<file path="src/rtl/p1_telegram_crc_framer_assert.svh">
// assertion macros for the p1 telegram framer
// no dependencies; included by modules that check their own logic
`ifndef P1_TELEGRAM_CRC_FRAMER_ASSERT_SVH
`define P1_TELEGRAM_CRC_FRAMER_ASSERT_SVH
`ifndef ASSERT_OFF
`define P1TCF_ASSERT(lbl, clk, rst, prop) \
  lbl: assert property (@(posedge clk) disable iff (rst) prop) \
    else $error("p1tcf assertion failed");
`define P1TCF_NEVER(lbl, clk, rst, cond) \
  lbl: assert property (@(posedge clk) disable iff (rst) !(cond)) \
    else $error("p1tcf forbidden condition");
`else
`define P1TCF_ASSERT(lbl, clk, rst, prop)
`define P1TCF_NEVER(lbl, clk, rst, cond)
`endif
`endif

</file>
<file path="src/rtl/p1tcf_pkg.sv">
// types, constants and functions shared by the p1 telegram framer
// no dependencies
package p1tcf_pkg;

  localparam int MAX_TELEGRAM = 2048;
  localparam int LOG_W = $clog2(MAX_TELEGRAM);
  localparam int POS_W = LOG_W + 1;
  localparam int ADDR_W = LOG_W + 1;
  localparam int MEM_DEPTH = 2 * MAX_TELEGRAM;
  localparam int CMD_DEPTH = 4;
  localparam int CMD_PW = $clog2(CMD_DEPTH);
  localparam int CMD_CW = $clog2(CMD_DEPTH + 1);
  localparam int RES_DEPTH = 4;
  localparam int RES_PW = $clog2(RES_DEPTH);
  localparam int RES_CW = $clog2(RES_DEPTH + 1);

  localparam logic [7:0] CH_SLASH = 8'h2F;
  localparam logic [7:0] CH_BANG = 8'h21;
  localparam logic [7:0] CH_CR = 8'h0D;
  localparam logic [7:0] CH_LF = 8'h0A;
  localparam logic [2:0] HEX_DIGITS = 3'd4;
  localparam logic [15:0] POLY_RESET = 16'hA001;

  typedef enum logic [2:0] {
    EV_GOOD = 3'd0,
    EV_CRC_ERR = 3'd1,
    EV_OVERFLOW = 3'd2,
    EV_RESTART = 3'd3,
    EV_READ = 3'd4,
    EV_RANGE = 3'd5
  } event_t;

  typedef enum logic [2:0] {
    PH_WAIT = 3'b001,
    PH_BODY = 3'b010,
    PH_SUM = 3'b100
  } phase_t;

  typedef struct packed {
    event_t ev;
    logic [11:0] length;
    logic [7:0] tag;
    logic [15:0] err_count;
    logic [15:0] crc;
    logic [15:0] sum;
  } res_t;

  typedef struct packed {
    res_t res;
    logic [7:0] read_byte;
  } out_t;

  typedef struct packed {
    logic wr_en;
    logic crlf;
    logic [ADDR_W-1:0] wr_addr;
    logic [7:0] wr_data;
    logic rd_en;
    logic [ADDR_W-1:0] rd_addr;
    logic res_en;
    res_t res;
  } cmd_t;

  function automatic logic [15:0] crc_byte(input logic [15:0] crc, input logic [7:0] b,
                                           input logic [15:0] poly);
    logic [15:0] c;
    c = crc ^ {8'h00, b};
    for (int i = 0; i < 8; i++) begin
      c = c[0] ? ((c >> 1) ^ poly) : (c >> 1);
    end
    return c;
  endfunction

  // bit 4 set for a valid hex character
  function automatic logic [4:0] hex_nibble(input logic [7:0] c);
    logic [7:0] t;
    t = 8'h00;
    if (c >= 8'h30 && c <= 8'h39) begin
      t = c - 8'h30;
      return {1'b1, t[3:0]};
    end else if (c >= 8'h61 && c <= 8'h66) begin
      t = c - 8'h57;
      return {1'b1, t[3:0]};
    end else if (c >= 8'h41 && c <= 8'h46) begin
      t = c - 8'h37;
      return {1'b1, t[3:0]};
    end
    return 5'h00;
  endfunction

endpackage

</file>
<file path="src/rtl/p1tcf_front.sv">
// front part: frame state, crc, checksum parse and command build per item
// depends on p1tcf_pkg
module p1tcf_front import p1tcf_pkg::*; (
  input  logic        clk,
  input  logic        rst,
  input  logic        accept,
  input  logic        req_type,
  input  logic [7:0]  rx_byte,
  input  logic [10:0] read_index,
  input  logic        cfg_we,
  input  logic [15:0] cfg_data,
  output logic        cmd_push,
  output cmd_t        cmd
);

  phase_t phase, phase_next;
  logic [POS_W-1:0] pos, pos_next;
  logic [15:0] crc, crc_next;
  logic [2:0] cnt, cnt_next;
  logic [15:0] acc, acc_next;
  logic inv, inv_next;
  logic bank, bank_next;
  logic [11:0] plen, plen_next;
  logic [7:0] tag, tag_next;
  logic [15:0] errc, errc_next;
  logic [15:0] poly;
  logic [4:0] nib;
  event_t ev;

  always_comb begin
    phase_next = phase;
    pos_next = pos;
    crc_next = crc;
    cnt_next = cnt;
    acc_next = acc;
    inv_next = inv;
    bank_next = bank;
    plen_next = plen;
    tag_next = tag;
    errc_next = errc;
    nib = hex_nibble(rx_byte);
    ev = EV_GOOD;
    cmd = '0;
    cmd.wr_addr = {~bank, pos[LOG_W-1:0]};
    cmd.wr_data = rx_byte;
    cmd.rd_addr = {bank, LOG_W'(read_index)};
    if (req_type) begin
      cmd.res_en = 1'b1;
      if ({1'b0, read_index} < plen) begin
        ev = EV_READ;
        cmd.rd_en = 1'b1;
      end else begin
        ev = EV_RANGE;
      end
    end else if (rx_byte == CH_SLASH) begin
      cmd.wr_en = 1'b1;
      cmd.wr_addr = {~bank, LOG_W'(0)};
      pos_next = POS_W'(1);
      crc_next = crc_byte(16'h0000, rx_byte, poly);
      phase_next = PH_BODY;
      if (phase == PH_BODY) begin
        cmd.res_en = 1'b1;
        ev = EV_RESTART;
      end
    end else if (phase == PH_WAIT) begin
      cmd.res_en = 1'b0;
    end else if (pos >= POS_W'(MAX_TELEGRAM)) begin
      pos_next = '0;
      phase_next = PH_WAIT;
      cmd.res_en = 1'b1;
      ev = EV_OVERFLOW;
    end else if (phase == PH_BODY) begin
      cmd.wr_en = 1'b1;
      pos_next = pos + 1'b1;
      crc_next = crc_byte(crc, rx_byte, poly);
      if (rx_byte == CH_BANG) begin
        cnt_next = '0;
        acc_next = '0;
        inv_next = 1'b0;
        phase_next = PH_SUM;
      end
    end else if (cnt < HEX_DIGITS) begin
      cmd.wr_en = 1'b1;
      pos_next = pos + 1'b1;
      acc_next = {acc[11:0], nib[3:0]};
      inv_next = inv | ~nib[4];
      cnt_next = cnt + 1'b1;
    end else begin
      phase_next = PH_WAIT;
      cmd.res_en = 1'b1;
      if (pos > POS_W'(MAX_TELEGRAM - 2)) begin
        pos_next = '0;
        ev = EV_OVERFLOW;
      end else begin
        cmd.wr_en = 1'b1;
        cmd.crlf = 1'b1;
        pos_next = pos + POS_W'(2);
        if (!inv && crc == acc) begin
          bank_next = ~bank;
          plen_next = 12'(pos_next);
          tag_next = tag + 1'b1;
          ev = EV_GOOD;
        end else begin
          errc_next = errc + 1'b1;
          ev = EV_CRC_ERR;
        end
      end
    end
    cmd.res.ev = ev;
    cmd.res.length = req_type ? plen : plen_next;
    cmd.res.tag = req_type ? tag : tag_next;
    cmd.res.err_count = req_type ? errc : errc_next;
    cmd.res.crc = req_type ? crc : crc_next;
    cmd.res.sum = req_type ? acc : acc_next;
    cmd_push = accept && (cmd.wr_en || cmd.res_en);
  end

  always_ff @(posedge clk) begin
    if (rst) begin
      phase <= PH_WAIT;
      pos <= '0;
      crc <= '0;
      cnt <= '0;
      acc <= '0;
      inv <= 1'b0;
      bank <= 1'b0;
      plen <= '0;
      tag <= '0;
      errc <= '0;
      poly <= POLY_RESET;
    end else begin
      if (cfg_we) begin
        poly <= cfg_data;
      end
      if (accept && !req_type) begin
        phase <= phase_next;
        pos <= pos_next;
        crc <= crc_next;
        cnt <= cnt_next;
        acc <= acc_next;
        inv <= inv_next;
        bank <= bank_next;
        plen <= plen_next;
        tag <= tag_next;
        errc <= errc_next;
      end
    end
  end

endmodule

</file>
<file path="config.mk">
export PLATFORM = sky130hd
export DESIGN_NAME = p1tcf_front
export DESIGN_NICKNAME = d
export VERILOG_FILES = /design/src/rtl/p1_telegram_crc_framer_assert.svh /design/src/rtl/p1tcf_pkg.sv /design/src/rtl/p1tcf_front.sv
export SDC_FILE = /design/constraint.sdc
export NUM_CORES = 1
export LEC_CHECK = 0
export ABC_AREA = 1
export BUFFER_PORTS_ARGS = -buffer_cell sky130_fd_sc_hd__buf_2
export CORE_ASPECT_RATIO = 2
export CORE_MARGIN = 10
export CORE_UTILIZATION = 35
export CTS_CLUSTER_SIZE = 30
export DETAILED_ROUTE_END_ITERATION = 10
export GPL_ROUTABILITY_DRIVEN = 0
export PLACE_DENSITY = 0.63
export SLEW_MARGIN = 25
export SYNTH_ARGS = -nofsm -noshare
export SYNTH_HDL_FRONTEND = slang
export SYNTH_SLANG_ARGS = --single-unit
</file>
<file path="constraint.sdc">
create_clock -name clk -period 4.06 [get_ports clk]
set_input_delay 0.203 -clock clk [delete_from_list [all_inputs] [get_ports clk]]
set_output_delay 0.203 -clock clk [all_outputs]
set_load 0.01 [all_outputs]
</file>
# Yosys cells after proc, flatten, opt, wreduce, memory -nomap -nowiden
# Index checks and enable logic that the tools add are counted.
[word_totals]
inputBits = 40
ff_bits = 104
[op_classes]
eq_ne = 9
add_sub_neg = 8
order_cmp = 10
muxes = 112
n_bitwise = 27
reduce_logical = 14
[ops]
columns = ["cell", "n"]
rows = [
  ["$mux 16", 39],
  ["$xor 15x16->16", 15],
  ["$mux 12", 15],
  ["$mux 8", 9],
  ["$mux 3", 16],
  ["$mux 1", 23],
  ["$mux 5", 4],
  ["$add 16x1->16 const B", 1],
  ["$eq 16x16->1", 1],
  ["$eq 8x6->1 const B", 2],
  ["$ge 8x7->1 const B", 2],
  ["$le 8x7->1 const B", 2],
  ["$xor 16x8->16", 1],
  ["$xor 7x16->16", 1],
  ["$mux 14", 1],
  ["$add 12x1->12 const B", 1],
  ["$add 12x2->12 const B", 1],
  ["$ge 12x12->1 const B", 1],
  ["$gt 12x11->1 const B", 1],
  ["$lt 11x12->1", 1],
  ["$mux 11", 1],
  ["$not 1->1", 9],
  ["$reduce_and 9->1", 1],
  ["$add 8x1->8 const B", 1],
  ["other kinds (21)", 31],
]

# Longest topological paths before layout
[depth]
word_depth = 23
depth_mapped = 33
depth_no_buf = 31

# Worst setup path after synthesis
# Ideal clock, no wire load.
[synth_path]
path_type = "register to output"
start = "register crc[0]"
end = "output cmd[31] (netlist name)"
t_required_ns = 3.857
setup_slack_ns = 1.115
t_arrival_ns = 2.742
n_path_buf = 3
path_stages_with_launch = 28
cell_sequence = "dfxtp_1 > inv_2 > nand2_1 > nand2_2 > buf_6 > nand3_2 > nand2_4 > nand2_4 > inv_2 > nor2_8 > nand3_2 > nand2_4 > nand3_2 > nand2_2 > buf_6 > nand3_4 > nand2_4 > nand2_2 > nand2_2 > nand2_4 > nand2_2 > nand2_2 > nand2_4 > buf_6 > nand3_1 > o21ai_1 > nand2_1 > a22oi_1"
[synth_lines]
columns = ["item", "line", "text"]
rows = [
  ["start: declaration", "p1tcf_front.sv:18", "logic [15:0] crc, crc_next;"],
  ["start signal: assignment", "p1tcf_front.sv:138", "crc <= crc_next;"],
  ["end: declaration", "p1tcf_front.sv:13", "output cmd_t cmd"],
]

==> results.rst <==
.. list-table::
   :header-rows: 1

   * - Metric
     - Value
   * - Total via count after detailed routing
     - 13600
   * - Synth unique cells
     - between 40 and 50
   * - Detailed router's first-iteration violation count
     - 902
   * - Area share of the leading cell type in the synthesized netlist
     - a little under a fifth
   * - Worst Setup End Kind
     - primary output
   * - Global Route Usage Sum
     - between 20% and 30%
   * - Cell count after synthesis
     - around 2000
   * - Crit path launch type
     - register
   * - Num Clock Sinks
     - approximately 100
   * - Residual DRC
     - 0
   * - DRT Pass-1 Iters
     - 6
   * - Design area
     - between 10000 and 15000 um2
   * - WS Path Type
     - register to primary output
   * - Number of buffers added by the clock tree synthesis step
     - 9
   * - RSZ-0062 raised after global routing
     - true
   * - Worst rel slew slack
     - a little under two fifths
   * - Remaining number of nets flagged by the antenna check after routing
     - 0
   * - Clock root buffer master
     - sky130_fd_sc_hd__clkbuf_16
   * - Initial core utilization
     - 35.5%
   * - Total setup violations reported at the end of the flow
     - 0
   * - Post-synth top flop
     - sky130_fd_sc_hd__dfxtp_1
   * - Sequential fraction of the synthesis area
     - approximately 18%
   * - Highest Clock Rate
     - approximately 250 MHz
   * - Critical Path Source
     - crc[0]
   * - Placeable core region
     - about 32000 um2
   * - Worst reg2reg endpoint
     - crc[8]
   * - Clock Latency Late Sink
     - between 0.3 and 0.4 ns
   * - Slew of the pin with the lowest slew margin
     - between 0.9 and 1 ns
   * - # hold bufs at CTS
     - 0
   * - Top-level port count
     - roughly 150
   * - Top cells by count, synth
     - sky130_fd_sc_hd__nand2_1, sky130_fd_sc_hd__inv_1, sky130_fd_sc_hd__nand3_1
   * - Leakage dissipation
     - 6.95 nW
   * - Path class of the lowest-slack min-delay path
     - primary input to register
   * - Mean cell area of the mapped netlist
     - about 5.8 um2
   * - Number of antenna violations at the first check in global routing
     - 0
   * - Dpl hpwl
     - about 36000 um
   * - Largest net degree at the start of global routing
     - 66
   * - Area added between synthesis and finish
     - 20.6%
   * - Final period utilization
     - 99.1%
   * - Count of flip-flops with a built-in enable after synthesis
     - 0
   * - Global-route wire length before repair
     - around 71000 um
   * - Synth area leaders
     - sky130_fd_sc_hd__nand2_1, sky130_fd_sc_hd__dfxtp_1, sky130_fd_sc_hd__inv_1
   * - Diode insertion count for antenna repair
     - 0
   * - Total number of placement rows
     - 93
   * - Capturing element of the worst setup path
     - cmd[18]
   * - Via count of the first global-routing pass
     - about 13000
   * - Die outline height
     - approximately 280 um
   * - Worst Skew
     - roughly 0.015 ns
   * - Total count of max-transition violations in the final report
     - 0
   * - Most common cell in the netlist
     - sky130_fd_sc_hd__nand2_1
   * - Chip Width
     - 148 um
   * - Data required time of the critical path
     - approximately 3.9 ns
   * - Worst-case vdd ir drop
     - 0.000268 V
   * - Port-buffer cells
     - roughly 150
   * - Wirelength, routed
     - roughly 49000 um
   * - Yosys top cell by area
     - sky130_fd_sc_hd__nand2_1
   * - H-tree Lvls
     - 3
   * - Crit-path max FO
     - 15
   * - Routed vias/inst
     - 5.33
   * - R2r setup slk
     - around 0.61 ns
   * - Launch point of the worst reg-to-reg path
     - crc[0]
   * - Overall overflow remaining after global route
     - 0
   * - Flops & latches, synth
     - about 100
   * - Worst endpoint data arrival time
     - 3.82 ns
   * - Power density relative to cell area
     - 407 nW/um2
   * - Post-layout utilization of the core
     - a little over two fifths
   * - Average detailed-routed wire length per instance
     - 19.0 um
   * - CTS tree
     - built
   * - Yosys synthesis warning count
     - 0
   * - Net Count, Synth
     - between 2000 and 2500
   * - Endpoints failing hold
     - 0
   * - Fraction of layout cells with a size suffix above 1
     - about a fifth
   * - Outcome
     - complete, no violations
   * - Clock-pin slew reported for the worst setup and hold paths after clock tree synthesis
     - around 0.090 ns
   * - Post-layout net count
     - approximately 2200
   * - Path depth of the worst reg2reg path
     - 30
   * - Crit path time final
     - slightly above 4 ns
   * - Fraction of synthesis flops using an asynchronous set or reset pin
     - 0%
   * - Deepest clock path buffer count
     - 2
   * - Max Cap Viol
     - 0
   * - Die area
     - a little over 40000 um2
   * - Netlist Area Pre-Place
     - 11500 um2
   * - Standard cell area after detailed placement
     - between 10000 and 15000 um2
[cell families after synthesis]
group	Yosys count	share of synthesized area, %
and+or+nand+nor	969	37.4
buffers and inverters	450	16.6
AOI/OAI and AO/OA	313	14.9
xor gates and xnor gates	144	11.0
DFF	104	18.1
adders and majority gates	19	2.07
[worst min path at each step]
stage | to | cells after the start | slack, ns | startpoint
2_1_floorplan | poly[15] | 1 | 0.32 | cfg_we
3_3_place_gp | poly[13] | 3 | 0.43 | cfg_data[13]
3_5_place_dp | poly[15] | 3 | 0.44 | cfg_data[15]
4_1_cts | poly[15] | 3 | 0.03 | cfg_data[15]
5_1_grt | poly[15] | 3 | 0.04 | cfg_data[15]
6_report | poly[15] | 3 | 0.04 | cfg_data[15]
[routing by layer]
metal  part of all wire [%]  vias up  global-route usage (%)
met5                      0        -                       0
met4                    9.8        0                    18.6
met3                    5.2      251                    3.61
met2                     53      601                    42.2
met1                     32     6223                    18.8
li1                       -     6527                       -
[stage by stage]
step / std cells / setup WS, ns / power (mW) / hold WS, ns / TNS, ns
3_5_place_dp: 2500 / 0.149 / 3.79 / 0.435 / 0
5_1_grt: 2550 / -0.0916 / 5.97 / 0.0372 / -0.475
3_3_place_gp: 2500 / 0.238 / 3.75 / 0.429 / 0
2_1_floorplan: 1999 / 1.11 / 3.22 / 0.316 / 0
6_report: 2550 / 0.0346 / 5.65 / 0.0409 / 0
4_1_cts: 2520 / 0.00386 / 4.90 / 0.0350 / 0
[where the power goes]
group,internal (mW),switching (mW)
clock network,0.562,0.489
logic,1.23,2.23
registers,1.07,0.0628
total,2.86,2.78
[critical path: stages (launching register included)]
cell	delay, ns
sky130_fd_sc_hd__dfxtp_4	0.39
sky130_fd_sc_hd__inv_4	0.08
sky130_fd_sc_hd__nand2_2	0.06
sky130_fd_sc_hd__nand2_4	0.13
sky130_fd_sc_hd__nand3_4	0.16
sky130_fd_sc_hd__nand2_4	0.11
sky130_fd_sc_hd__nor2_2	0.04
sky130_fd_sc_hd__nand2_2	0.15
sky130_fd_sc_hd__nand3_4	0.12
sky130_fd_sc_hd__nand2_2	0.08
sky130_fd_sc_hd__inv_2	0.04
sky130_fd_sc_hd__nor2_4	0.12
sky130_fd_sc_hd__nand3_4	0.11
sky130_fd_sc_hd__nand2_4	0.14
sky130_fd_sc_hd__buf_6	0.12
sky130_fd_sc_hd__nand3_4	0.08
sky130_fd_sc_hd__nand2_8	0.12
sky130_fd_sc_hd__nand3_1	0.10
sky130_fd_sc_hd__nand2_2	0.14
sky130_fd_sc_hd__inv_2	0.06
sky130_fd_sc_hd__nand3_4	0.10
sky130_fd_sc_hd__buf_12	0.15
sky130_fd_sc_hd__nand2_8	0.11
sky130_fd_sc_hd__nand3_1	0.12
sky130_fd_sc_hd__nand3_2	0.09
sky130_fd_sc_hd__a22oi_2	0.31
sky130_fd_sc_hd__buf_2	0.20
[cell usage in the layout, fill, tap and decap left out, types with 62 or more instances in the layout]
| cell | instances |
|---|---|
| sky130_fd_sc_hd__nor2_1 | 94 |
| sky130_fd_sc_hd__nand3_1 | 185 |
| sky130_fd_sc_hd__buf_2 | 147 |
| sky130_fd_sc_hd__buf_4 | 62 |
| sky130_fd_sc_hd__nand2_1 | 534 |
| sky130_fd_sc_hd__o21ai_0 | 139 |
| sky130_fd_sc_hd__dfxtp_1 | 96 |
| sky130_fd_sc_hd__inv_1 | 294 |
| sky130_fd_sc_hd__a21oi_1 | 111 |
| sky130_fd_sc_hd__xor2_1 | 74 |
[repair_timing]
item	4_1_cts	5_1_grt
gates resized for setup	14	138
buffers inserted	3	20
endpoints found under the setup margin	14	26
gates cloned	1	10
pin swaps	1	50
[cell type report]
type	count	area [um2]
fill	3535	18500
multi-input combinational	1451	8120
sequential	104	2100
timing repair buffer	228	1530
inverter	323	1220
tap	427	534
clock buffer	9	225
clock inverter	7	119
timing repair inverter	1	7.51
[registers in the layout, summed over array words and instances (netlist names), 8 cells and up]
signal,count
crc,16
plen,12
acc,16
poly,16
errc,16
pos,12
tag,8
(Power assumes the default switching activity.)
