`src/rtl/p1_telegram_crc_framer_assert.svh`:
```
// assertion macros for the p1 telegram framer
// no dependencies; included by modules that check their own logic
`ifndef P1_TELEGRAM_CRC_FRAMER_ASSERT_SVH
`define P1_TELEGRAM_CRC_FRAMER_ASSERT_SVH
`ifndef ASSERT_OFF
`define P1TCF_ASSERT(lbl, clk, rst, prop) \
  lbl: assert property (@(posedge clk) disable iff (rst) prop) \
    else $error("p1tcf assertion failed");
`define P1TCF_NEVER(lbl, clk, rst, cond) \
  lbl: assert property (@(posedge clk) disable iff (rst) !(cond)) \
    else $error("p1tcf forbidden condition");
`else
`define P1TCF_ASSERT(lbl, clk, rst, prop)
`define P1TCF_NEVER(lbl, clk, rst, cond)
`endif
`endif

```
`src/rtl/p1tcf_pkg.sv`:
```
// types, constants and functions shared by the p1 telegram framer
// no dependencies
package p1tcf_pkg;

  localparam int MAX_TELEGRAM = 2048;
  localparam int LOG_W = $clog2(MAX_TELEGRAM);
  localparam int POS_W = LOG_W + 1;
  localparam int ADDR_W = LOG_W + 1;
  localparam int MEM_DEPTH = 2 * MAX_TELEGRAM;
  localparam int CMD_DEPTH = 4;
  localparam int CMD_PW = $clog2(CMD_DEPTH);
  localparam int CMD_CW = $clog2(CMD_DEPTH + 1);
  localparam int RES_DEPTH = 4;
  localparam int RES_PW = $clog2(RES_DEPTH);
  localparam int RES_CW = $clog2(RES_DEPTH + 1);

  localparam logic [7:0] CH_SLASH = 8'h2F;
  localparam logic [7:0] CH_BANG = 8'h21;
  localparam logic [7:0] CH_CR = 8'h0D;
  localparam logic [7:0] CH_LF = 8'h0A;
  localparam logic [2:0] HEX_DIGITS = 3'd4;
  localparam logic [15:0] POLY_RESET = 16'hA001;

  typedef enum logic [2:0] {
    EV_GOOD = 3'd0,
    EV_CRC_ERR = 3'd1,
    EV_OVERFLOW = 3'd2,
    EV_RESTART = 3'd3,
    EV_READ = 3'd4,
    EV_RANGE = 3'd5
  } event_t;

  typedef enum logic [2:0] {
    PH_WAIT = 3'b001,
    PH_BODY = 3'b010,
    PH_SUM = 3'b100
  } phase_t;

  typedef struct packed {
    event_t ev;
    logic [11:0] length;
    logic [7:0] tag;
    logic [15:0] err_count;
    logic [15:0] crc;
    logic [15:0] sum;
  } res_t;

  typedef struct packed {
    res_t res;
    logic [7:0] read_byte;
  } out_t;

  typedef struct packed {
    logic wr_en;
    logic crlf;
    logic [ADDR_W-1:0] wr_addr;
    logic [7:0] wr_data;
    logic rd_en;
    logic [ADDR_W-1:0] rd_addr;
    logic res_en;
    res_t res;
  } cmd_t;

  function automatic logic [15:0] crc_byte(input logic [15:0] crc, input logic [7:0] b,
                                           input logic [15:0] poly);
    logic [15:0] c;
    c = crc ^ {8'h00, b};
    for (int i = 0; i < 8; i++) begin
      c = c[0] ? ((c >> 1) ^ poly) : (c >> 1);
    end
    return c;
  endfunction

  // bit 4 set for a valid hex character
  function automatic logic [4:0] hex_nibble(input logic [7:0] c);
    logic [7:0] t;
    t = 8'h00;
    if (c >= 8'h30 && c <= 8'h39) begin
      t = c - 8'h30;
      return {1'b1, t[3:0]};
    end else if (c >= 8'h61 && c <= 8'h66) begin
      t = c - 8'h57;
      return {1'b1, t[3:0]};
    end else if (c >= 8'h41 && c <= 8'h46) begin
      t = c - 8'h37;
      return {1'b1, t[3:0]};
    end
    return 5'h00;
  endfunction

endpackage

```
`src/rtl/p1tcf_cmd_q.sv`:
```
// command queue between front and back parts
// depends on p1tcf_pkg
module p1tcf_cmd_q import p1tcf_pkg::*; (
  input  logic clk,
  input  logic rst,
  input  logic push,
  input  cmd_t push_data,
  output logic full,
  input  logic pop,
  output logic head_valid,
  output cmd_t head
);

  cmd_t q [CMD_DEPTH];
  logic [CMD_PW-1:0] rd_ptr, wr_ptr;
  logic [CMD_CW-1:0] count;
  logic do_push, do_pop;

  assign full = (count == CMD_CW'(CMD_DEPTH));
  assign head_valid = (count != '0);
  assign head = q[rd_ptr];
  assign do_push = push && !full;
  assign do_pop = pop && head_valid;

  always_ff @(posedge clk) begin
    if (do_push) begin
      q[wr_ptr] <= push_data;
    end
  end

  always_ff @(posedge clk) begin
    if (rst) begin
      rd_ptr <= '0;
      wr_ptr <= '0;
      count <= '0;
    end else begin
      if (do_push) begin
        wr_ptr <= wr_ptr + 1'b1;
      end
      if (do_pop) begin
        rd_ptr <= rd_ptr + 1'b1;
      end
      count <= count + CMD_CW'(do_push) - CMD_CW'(do_pop);
    end
  end

endmodule

```
`config.mk`:
```
export PLATFORM = sky130hd
export DESIGN_NAME = p1tcf_cmd_q
export DESIGN_NICKNAME = d
export VERILOG_FILES = /design/src/rtl/p1_telegram_crc_framer_assert.svh /design/src/rtl/p1tcf_pkg.sv /design/src/rtl/p1tcf_cmd_q.sv
export SDC_FILE = /design/constraint.sdc
export NUM_CORES = 1
export LEC_CHECK = 0
export ABC_CLOCK_PERIOD_IN_PS = 8400
export BUFFER_PORTS_ARGS = -buffer_cell sky130_fd_sc_hd__buf_2
export CAP_MARGIN = 0
export CORE_AREA = 2 2 217 219
export DETAILED_ROUTE_END_ITERATION = 8
export DIE_AREA = 0 0 219 221
export HOLD_SLACK_MARGIN = 0.03
export PLACE_DENSITY = 0.55
export SYNTH_ARGS = -nofsm -noshare
export SYNTH_HDL_FRONTEND = slang
export SYNTH_SLANG_ARGS = --single-unit
```
`constraint.sdc`:
```
create_clock -name clk -period 8.4 [get_ports clk]
set_input_delay 0 -clock clk [delete_from_list [all_inputs] [get_ports clk]]
set_output_delay 0 -clock clk [all_outputs]
set_load 0.05 [all_outputs]
```
Word-level counts from Yosys, hierarchy flattened

Memories as Yosys holds them, arrays and structs flattened. A register that Yosys moved wholly into a read port is not among the register bits.
Index checks and enable logic that the tools add are counted.

Memories: 1
Word-level logic and storage cells: 17
Input port bits: 111
Memory bits (writable): 428
Register bits: 7

Memory list:

| name | words | bits a word | read ports | clocked after memory_dff | wr ports | RTL line          | text |
|---|---|---|---|---|---|---|---|
| q    | 4     | 107         | 1          | 1                        | 1        | p1tcf_cmd_q.sv:14 | `cmd_t q [CMD_DEPTH];` |

Eq/ne operators: 1
Mux-type cells: 4
Reductions and logical operators: 4
$add $sub $neg: 4

Operator list:

| kind                  | count |
|---|---|
| $add A2 B1 Y2 const B | 2 |
| $mux W2               | 2 |
| $add A3 B1 Y3         | 1 |
| $eq A3 B3 Y1 const B  | 1 |
| $reduce_bool A3 Y1    | 1 |
| $sub A3 B1 Y3         | 1 |
| $logic_and A1 B1 Y1   | 2 |
| $mux W1               | 2 |
| $logic_not A1 Y1      | 1 |

Longest topological paths before layout

Gate-level depths: netlist of run 1.

Depth in word-level cells: 5
Depth in mapped cells: 11
Depth with buffers taken out: 11

Worst setup path after synthesis of run 1

Ideal clock, no wire load.

Kind: flip-flop to flip-flop
Start: reg count[2]
End: mem q[0][0] (netlist bit) (enable)
Setup time: 735 ps
Path slack: 4347 ps
Period minus slack after synthesis: 4053 ps
Buffers on the path: 0
Stages on the path, launching flop included: 4
Data arrival time: 3317 ps
Cells stage by stage: dfxtp_1 -> nor3b_1 -> nor2_1 -> and2_1

Longest elaborated chain between the ends: 5

RTL lines:

| element                       | RTL line          | text |
|---|---|---|
| start, declared               | p1tcf_cmd_q.sv:16 | `logic [CMD_CW-1:0] count;` |
| start signal, assigned        | p1tcf_cmd_q.sv:43 | `count <= count + CMD_CW'(do_push) - CMD_CW'(do_pop);` |
| $eq A3 B3 Y1                  | p1tcf_cmd_q.sv:19 | `assign full = (count == CMD_CW'(CMD_DEPTH));` |
| via full                      | p1tcf_cmd_q.sv:8  | `output logic full,` |
| $logic_not A1 Y1              | p1tcf_cmd_q.sv:22 | `assign do_push = push && !full;` |
| $logic_and A1 B1 Y1           | p1tcf_cmd_q.sv:22 |  |
| $mux W1                       | p1tcf_cmd_q.sv:26 | `if (do_push) begin` |
| $mux W1 (not written as such) | p1tcf_cmd_q.sv:27 | `q[wr_ptr] <= push_data;` |
| end, declared                 | p1tcf_cmd_q.sv:14 |  |

The timed path passes the listed nets, and every way through them passes these cells.

==> impl_metrics.prom, run 1 <==
# TYPE chip_impl_metric gauge
chip_impl_metric{name="buffers_on_ports",unit=""} 219
chip_impl_metric{name="final_antenna_net_count",unit=""} 0
chip_impl_metric{name="power_leakage",unit="uW"} 0.006787
chip_impl_metric{name="crit_cells",unit=""} 3
chip_impl_metric{name="die_height",unit="um"} 221
chip_impl_metric{name="worst_slew_pin_slew",unit="ps"} 990.9
chip_impl_metric{name="worst-r2r-setup-slack",unit="ps"} 5450
chip_impl_info{name="worstPathCellList",value="buf_4 > mux4_2 > buf_2"} 1
chip_impl_metric{name="setup_viol",unit=""} 0
chip_impl_metric{name="placed_wire_length_estimate",unit="mm"} 18.83
chip_impl_metric{name="synth_fp_nets",unit=""} 726
chip_impl_metric{name="drtIter0Drc",unit=""} 536
chip_impl_info{name="ctsRootBufferMaster",value="clkbuf_16"} 1
chip_impl_metric{name="grt_start_max_net_pins",unit=""} 62
chip_impl_metric{name="finalSetupTns",unit="ps"} 0
chip_impl_metric{name="placed_cell_area",unit="mm^2"} 0.01765
chip_impl_info{name="timing.rr.end",value="q[2][16]$_DFFE_PP_"} 1
chip_impl_info{name="outcome",value="complete, no violations"} 1
chip_impl_metric{name="numClockSinks",unit=""} 437
chip_impl_info{name="crit_slowest_cell",value="buf_4"} 1
chip_impl_metric{name="die_x",unit="um"} 219
chip_impl_metric{name="die-area",unit="mm^2"} 0.04840
chip_impl_metric{name="synthesis.area",unit="mm^2"} 0.01588
chip_impl_metric{name="final_min_period_over_clock_period",unit="%"} 36.06
chip_impl_metric{name="pin_count",unit=""} 220
chip_impl_metric{name="first_global_vias",unit=""} 7975
chip_impl_metric{name="power.density",unit="mW/mm^2"} 331.8
chip_impl_metric{name="num-fill-cells",unit=""} 4032
chip_impl_metric{name="min_delay_path_depth",unit=""} 2
chip_impl_metric{name="post-route-drc-count",unit=""} 0
chip_impl_metric{name="cap_viol_max_count",unit=""} 0
chip_impl_metric{name="arrival",unit="ps"} 3030
chip_impl_info{name="commonest_register_cell_after_synthesis",value="edfxtp_1"} 1
chip_impl_info{name="clock_tree_from_tritoncts",value="yes"} 1
chip_impl_metric{name="final_net_count",unit=""} 1087
chip_impl_info{name="synth_largest_area_cell",value="edfxtp_1"} 1
chip_impl_metric{name="initial_antenna_violation_count",unit=""} 2
chip_impl_metric{name="postLayoutCellArea",unit="mm^2"} 0.02021
chip_impl_metric{name="gp_congestion",unit=""} 0.6840
chip_impl_metric{name="area_of_the_core",unit="mm^2"} 0.04606
chip_impl_metric{name="ctsHtreeMaxLevel",unit=""} 2
chip_impl_info{name="synth.cells.most_frequent",value="428 x edfxtp_1, 107 x mux4_2, 12 x buf_2, 9 x dfxtp_1, 8 x clkbuf_1"} 1
chip_impl_metric{name="period_minus_slack",unit="ps"} 3029
chip_impl_metric{name="yosys.area.top_type_share",unit="%"} 80.92
chip_impl_metric{name="clk-insertion-delay-late",unit="ps"} 560
chip_impl_info{name="min_path_type",value="in -> reg"} 1
chip_impl_metric{name="numCtsBuffers",unit=""} 46
chip_impl_metric{name="clk_pin_slew",unit="ps"} 60
chip_impl_info{name="start_kind",value="register"} 1
chip_impl_metric{name="synth-edff-count",unit=""} 428
chip_impl_metric{name="fp-row-count",unit=""} 79
chip_impl_metric{name="synthesis.area_per_instance",unit="um^2"} 26.12
chip_impl_info{name="synthTopCellsByArea",value="edfxtp_1 81%, mux4_2 15%, dfxtp_1 1.1%"} 1
chip_impl_info{name="timing.setup.critical_path_class",value="reg -> out"} 1
chip_impl_metric{name="ctsLongestPathBuffers",unit=""} 3
chip_impl_info{name="unrepaired_setup_endpoints_after_global_routing",value="false"} 1
chip_impl_metric{name="start_util",unit="%"} 34.48
chip_impl_metric{name="grt.overflow.total",unit=""} 0
chip_impl_metric{name="area_of_the_multi_input_gates",unit="mm^2"} 0.002676
chip_impl_metric{name="fin_util",unit="%"} 43.87
chip_impl_info{name="timing.critical_path.to_type",value="output port"} 1
chip_impl_metric{name="worst_clock_skew",unit="ps"} 9.522
chip_impl_info{name="crit_family",value="buffers and inverters"} 1
chip_impl_metric{name="synthesis.instances",unit=""} 608
chip_impl_metric{name="slew_viol_final",unit=""} 0
chip_impl_metric{name="grt_pass1_wl",unit="mm"} 48.82
chip_impl_metric{name="track_usage",unit="%"} 13.45
chip_impl_metric{name="final_layout_size_suffix_gt1_share",unit="%"} 40.52
chip_impl_metric{name="vias",unit=""} 7480
chip_impl_metric{name="required_time_at_the_worst_slack_endpoint",unit="ps"} 8400
chip_impl_metric{name="area_growth",unit="%"} 27.23
chip_impl_info{name="timing.rr.start",value="count[1]$_SDFF_PP0_"} 1
chip_impl_metric{name="synth-seq-cells",unit=""} 437
chip_impl_metric{name="ys.warnings.count",unit=""} 0
chip_impl_metric{name="drtPass1Iterations",unit=""} 6
chip_impl_metric{name="seqCellArea",unit="mm^2"} 0.01304
chip_impl_metric{name="peakVddDrop",unit="mV"} 0.1999
chip_impl_metric{name="buffer_and_inverter_count_on_the_worst_path",unit=""} 2
chip_impl_metric{name="critical_path.max_fanout",unit=""} 47
chip_impl_metric{name="slew_headroom",unit="%"} 33.94
chip_impl_metric{name="synth_cell_types",unit=""} 24
chip_impl_metric{name="fmaxAchievable",unit="GHz"} 0.3301
chip_impl_metric{name="final_hold_vio_count",unit=""} 0
chip_impl_info{name="hold_path.startpoint",value="push_data[77]"} 1
chip_impl_metric{name="cells_on_worst_reg2reg_path",unit=""} 4
chip_impl_metric{name="longest_individual_stage_delay_on_the_worst_path",unit="ps"} 840
chip_impl_metric{name="ys_seq_area_share",unit="%"} 82.05
chip_impl_metric{name="routed_wire_length_per_instance",unit="um"} 20.12
chip_impl_info{name="yosys.cell_count.top_type",value="edfxtp_1"} 1
chip_impl_metric{name="synth_async_sr_flop_share",unit="%"} 0
chip_impl_info{name="hold_end",value="q[1][77]$_DFFE_PP_"} 1
chip_impl_metric{name="drt-vias-per-instance",unit=""} 4.646
chip_impl_metric{name="route.final.wire_length",unit="mm"} 32.39
per-stage QoR:
step	setup WS, ps	std cells	total power, uW	hold WS (ps)
2_1_floorplan	4347	608	4351	98.87
3_3_place_gp	5416	1417	4818	213.6
3_5_place_dp	5341	1417	4831	218.3
4_1_cts	5177	1609	6819	149.4
5_1_grt	5082	1610	6982	164.6
6_report	5371	1610	6705	189.8
state kept, by name, indices dropped and copies added, names as in the netlist, named ones only:
signal / count
count: 3
q: 428
rd_ptr: 2
wr_ptr: 2
report_power, final:
part	internal, uW	switching [uW]
clock	1140	792
combinational	619	1410
sequential	2650	97.9
cell usage in the layout (no fill, tap or decap):
master	n
edfxtp_1	428
buf_2	219
dlygate4sd3_1	111
mux4_2	107
clkbuf_16	50
clkinv_2	13
clkbuf_1	9
buf_4	8
dfxtp_1	7
inv_1	6
nor2_1	6
ha_1	6
clkinv_1	6
and2_4	4
or3_1	2
xor2_1	2
nand2b_1	2
dfxtp_4	2
bufinv_16	2
diode_2	1
o31a_1	1
nor3b_1	1
nor2b_1	1
xnor2_1	1
o21ai_0	1
a21oi_1	1
o311ai_0	1
mux2i_1	1
and2_1	1
nor3_1	1
fa_1	1
clkinvlp_4	1
worst max path at each step:
| stage | start | end |
|---|---|---|
| 2_1_floorplan | count[2]$_SDFF_PP0_ | q[0][0]$_DFFE_PP_ |
| 3_5_place_dp | count[1]$_SDFF_PP0_ | q[3][16]$_DFFE_PP_ |
| 4_1_cts | register | head[72] |
| 5_1_grt | register | head[84] |
| 6_report | register | head[91] |
| 3_3_place_gp | count[1]$_SDFF_PP0_ | q[3][20]$_DFFE_PP_ |
repair_timing:
action                    in CTS  in global routing
buffers inserted               0                  0
hold endpoints to repair     437                  0
resized for setup              0                  0
hold buffers                 111                  0
routing by layer:
layer,part of all wire (%),GRT usage (%),vias up
li1,-,-,3340
met4,2.2,4.032,2
met5,0.049,0,-
met2,48,21.35,171
met3,5.3,3.450,48
met1,44,18.30,3919
final cells by class:
cell class	instances	area share, %
inverters	6	0.1114
repair buffers	338	11.22
clock buffers	59	6.359
well taps	607	3.758
clock inverters	22	0.7678
diodes	1	0.01238
flip-flops and latches	437	64.53
multi-input cells	140	13.24
worst reg2reg max path: cells and delay by family (launching register included):
| kind | cells | cell delay [ps] |
|---|---|---|
| buffers and inverters | 1 | 790 |
| and+or+nand+nor | 3 | 1250 |
| DFF | 1 | 440 |
cell families (layout without fill, tap and decap cells):
kind of cell,count (synthesis),after routing,synth area share (%)
AOI/OAI and AO/OA,4,4,0.1733
xor gates and xnor gates,3,3,0.1655
adders and majority gates,7,7,0.5987
buffers and inverters,31,425,1.158
DFF,437,437,82.05
muxes,108,108,15.24
other,0,1,0
and+or+nand+nor,18,18,0.6144
No activity file was read; power rests on OpenSTA's default activity.
==> run 2, diff against run 1 <==
Settings changed: ABC_CLOCK_PERIOD_IN_PS 8400 to 2870.
Clock period 8.4 ns to 2.87 ns, I/O delays scaled along.
==> impl_metrics.prom, run 2 (synthesis results as in run 1) <==
# TYPE chip_impl_metric gauge
chip_impl_metric{name="slew_headroom",unit="%"} 62.88
chip_impl_metric{name="pre_cts_setup_slack",unit="ps"} 549.8
chip_impl_metric{name="area_growth",unit="%"} 28.85
chip_impl_metric{name="power.net_switching",unit="uW"} 6704
chip_impl_metric{name="power_leakage",unit="uW"} 0.006886
chip_impl_metric{name="buffer_and_inverter_count_on_the_worst_path",unit=""} 2
chip_impl_metric{name="grt.overflow.total",unit=""} 0
chip_impl_info{name="outcome",value="complete, no violations"} 1
chip_impl_metric{name="setup_viol",unit=""} 0
chip_impl_metric{name="longest_individual_stage_delay_on_the_worst_path",unit="ps"} 710
chip_impl_metric{name="drtIter0Drc",unit=""} 375
chip_impl_metric{name="numCtsBuffers",unit=""} 46
chip_impl_metric{name="final_min_period_over_clock_period",unit="%"} 83.31
chip_impl_info{name="worstPathCellList",value="buf_12 > mux4_2 > buf_2"} 1
chip_impl_metric{name="numClockSinks",unit=""} 437
chip_impl_metric{name="critical_path.max_fanout",unit=""} 24
chip_impl_metric{name="finalWorstSetupSlack",unit="ps"} 478.9
chip_impl_metric{name="final_layout_size_suffix_gt1_share",unit="%"} 41.03
chip_impl_metric{name="cts_repair_resize_count",unit=""} 0
chip_impl_metric{name="final_hold_vio_count",unit=""} 0
chip_impl_metric{name="worst_slew_pin_slew",unit="ps"} 556.9
chip_impl_info{name="largest-register",value="q"} 1
chip_impl_info{name="unrepaired_setup_endpoints_after_global_routing",value="false"} 1
chip_impl_info{name="largest_registers",value="q x428, count x3"} 1
chip_impl_metric{name="ctsHtreeMaxLevel",unit=""} 2
chip_impl_metric{name="drt-vias-per-instance",unit=""} 4.688
chip_impl_metric{name="fmaxAchievable",unit="GHz"} 0.4182
chip_impl_info{name="start_kind",value="register"} 1
chip_impl_metric{name="clk-insertion-delay-late",unit="ps"} 550
chip_impl_metric{name="final_net_count",unit=""} 1098
chip_impl_metric{name="largest_reg_flops",unit=""} 428
chip_impl_metric{name="worst_clock_skew",unit="ps"} 13.01
chip_impl_metric{name="route.final.wire_length",unit="mm"} 31.78
chip_impl_info{name="clock_tree_from_tritoncts",value="yes"} 1
chip_impl_metric{name="peakVddDrop",unit="mV"} 0.6794
chip_impl_metric{name="buffers_on_ports",unit=""} 219
chip_impl_metric{name="grt_pass1_wl",unit="mm"} 49.02
chip_impl_metric{name="share_seq_of_total_power",unit="%"} 40.5
chip_impl_info{name="crit_family",value="flip-flops"} 1
chip_impl_metric{name="p_sw_share",unit="%"} 33.92
chip_impl_metric{name="post-route-drc-count",unit=""} 0
chip_impl_metric{name="worst-r2r-setup-slack",unit="ps"} 560
chip_impl_metric{name="clk_pin_slew",unit="ps"} 60
chip_impl_metric{name="final_antenna_net_count",unit=""} 0
chip_impl_metric{name="track_usage",unit="%"} 13.35
chip_impl_metric{name="drtPass1Iterations",unit=""} 4
chip_impl_metric{name="hold-worst-slack",unit="ps"} 199.2
chip_impl_metric{name="area_of_the_multi_input_gates",unit="mm^2"} 0.002681
chip_impl_metric{name="power.density",unit="mW/mm^2"} 965.6
chip_impl_info{name="ctsRootBufferMaster",value="clkbuf_16"} 1
chip_impl_metric{name="routed_wire_length_per_instance",unit="um"} 19.61
chip_impl_metric{name="num_antenna_cells",unit=""} 0
chip_impl_metric{name="pin_count",unit=""} 220
chip_impl_metric{name="fin_util",unit="%"} 44.43
chip_impl_metric{name="seqCellArea",unit="mm^2"} 0.01304
chip_impl_metric{name="power.internal",unit="uW"} 13060
chip_impl_info{name="layout.cells.most_common_list",value="428 x edfxtp_1, 219 x buf_2, 110 x dlygate4sd3_1"} 1
chip_impl_metric{name="finalSetupTns",unit="ps"} 0
chip_impl_metric{name="die-area",unit="mm^2"} 0.04840
chip_impl_metric{name="gp_congestion",unit=""} 0.6982
chip_impl_metric{name="ctsLongestPathBuffers",unit=""} 3
chip_impl_info{name="crit_slowest_cell",value="dfxtp_4"} 1
chip_impl_metric{name="num-fill-cells",unit=""} 3979
chip_impl_metric{name="arrival",unit="ps"} 2390
chip_impl_info{name="final_common_cell",value="edfxtp_1"} 1
chip_impl_metric{name="cap_viol_max_count",unit=""} 0
chip_impl_metric{name="placed_wire_length_estimate",unit="mm"} 18.53
chip_impl_metric{name="period_minus_slack",unit="ps"} 2391
chip_impl_metric{name="grt_start_max_net_pins",unit=""} 58
chip_impl_metric{name="power.clock.fraction",unit="%"} 28.5
chip_impl_metric{name="slew_viol_final",unit=""} 0
chip_impl_info{name="timing.critical_path.to_type",value="output port"} 1
chip_impl_metric{name="start_util",unit="%"} 34.48
chip_impl_metric{name="fp-row-count",unit=""} 79
chip_impl_metric{name="die_height",unit="um"} 221
chip_impl_metric{name="die_x",unit="um"} 219
chip_impl_metric{name="required_time_at_the_worst_slack_endpoint",unit="ps"} 2870
chip_impl_metric{name="combinationalPowerShare",unit="%"} 31.0
chip_impl_metric{name="vias",unit=""} 7600
chip_impl_metric{name="area_of_the_core",unit="mm^2"} 0.04606
chip_impl_metric{name="initial_antenna_violation_count",unit=""} 0
chip_impl_info{name="timing.setup.critical_path_class",value="reg -> out"} 1
chip_impl_metric{name="first_global_vias",unit=""} 8191
chip_impl_info{name="min_path_type",value="in -> reg"} 1
==> run 2: changes by cell type in the layout (fill, tap and decap cells not counted), sizes merged <==
cell,delta
clkinvlp,-1
clkinv,+4
inv,+1
buf,+12
dlygate4sd3,-1
clkbuf,-5
bufinv,+2
diode,-1
==> run 2: through the flow <==
stage | power [uW] | std cells | cell area [um^2]
final | 19760 | 1621 | 20460
after global routing | 20650 | 1621 | 20460
after CTS | 20130 | 1621 | 20460
after detailed placement | 14270 | 1429 | 17920
after global placement | 14250 | 1429 | 17920
after floorplan | 12700 | 608 | 15890
==> run 2: final timing paths <==
check | startpoint | to | depth (start not counted)
min | push_data[4] | q[3][4]$_DFFE_PP_ | 2
max reg2reg | count[2]$_SDFF_PP0_ | count[2]$_SDFF_PP0_ | 12
max | register | head[26] | 3
min reg2reg | wr_ptr[1]$_SDFFE_PP0P_ | wr_ptr[1]$_SDFFE_PP0P_ | 2
==> run 2: power by group through the flow <==
stage | combinational, uW | clock [uW] | sequential (uW)
after floorplan | 4700 | 0 | 8000
after global placement | 6140 | 0 | 8110
after detailed placement | 6120 | 0 | 8150
after CTS | 6260 | 5850 | 8020
after global routing | 6490 | 6090 | 8070
final | 6120 | 5640 | 8000
==> run 2: area by class of cell <==
class	instances	area share [%]
Sequential cell	437	63.72
Clock inverter	28	1.156
Inverter	6	0.1101
Multi-Input combinational cell	140	13.10
Tap cell	607	3.711
Clock buffer	54	5.876
Timing Repair Buffer	349	12.33
==> run 2: repair_timing <==
action	4_1_cts	5_1_grt
hold buffers	110	0
buffers inserted	0	0
hold endpoints to repair	437	0
==> run 2: per-layer routing <==
metal	up-vias	part of all wire (%)	GRT usage [%]
met5	-	0	0
met4	0	1.9	3.618
met3	42	5.8	3.601
met2	197	48	21.39
met1	3998	44	18.04
li1	3363	-	-
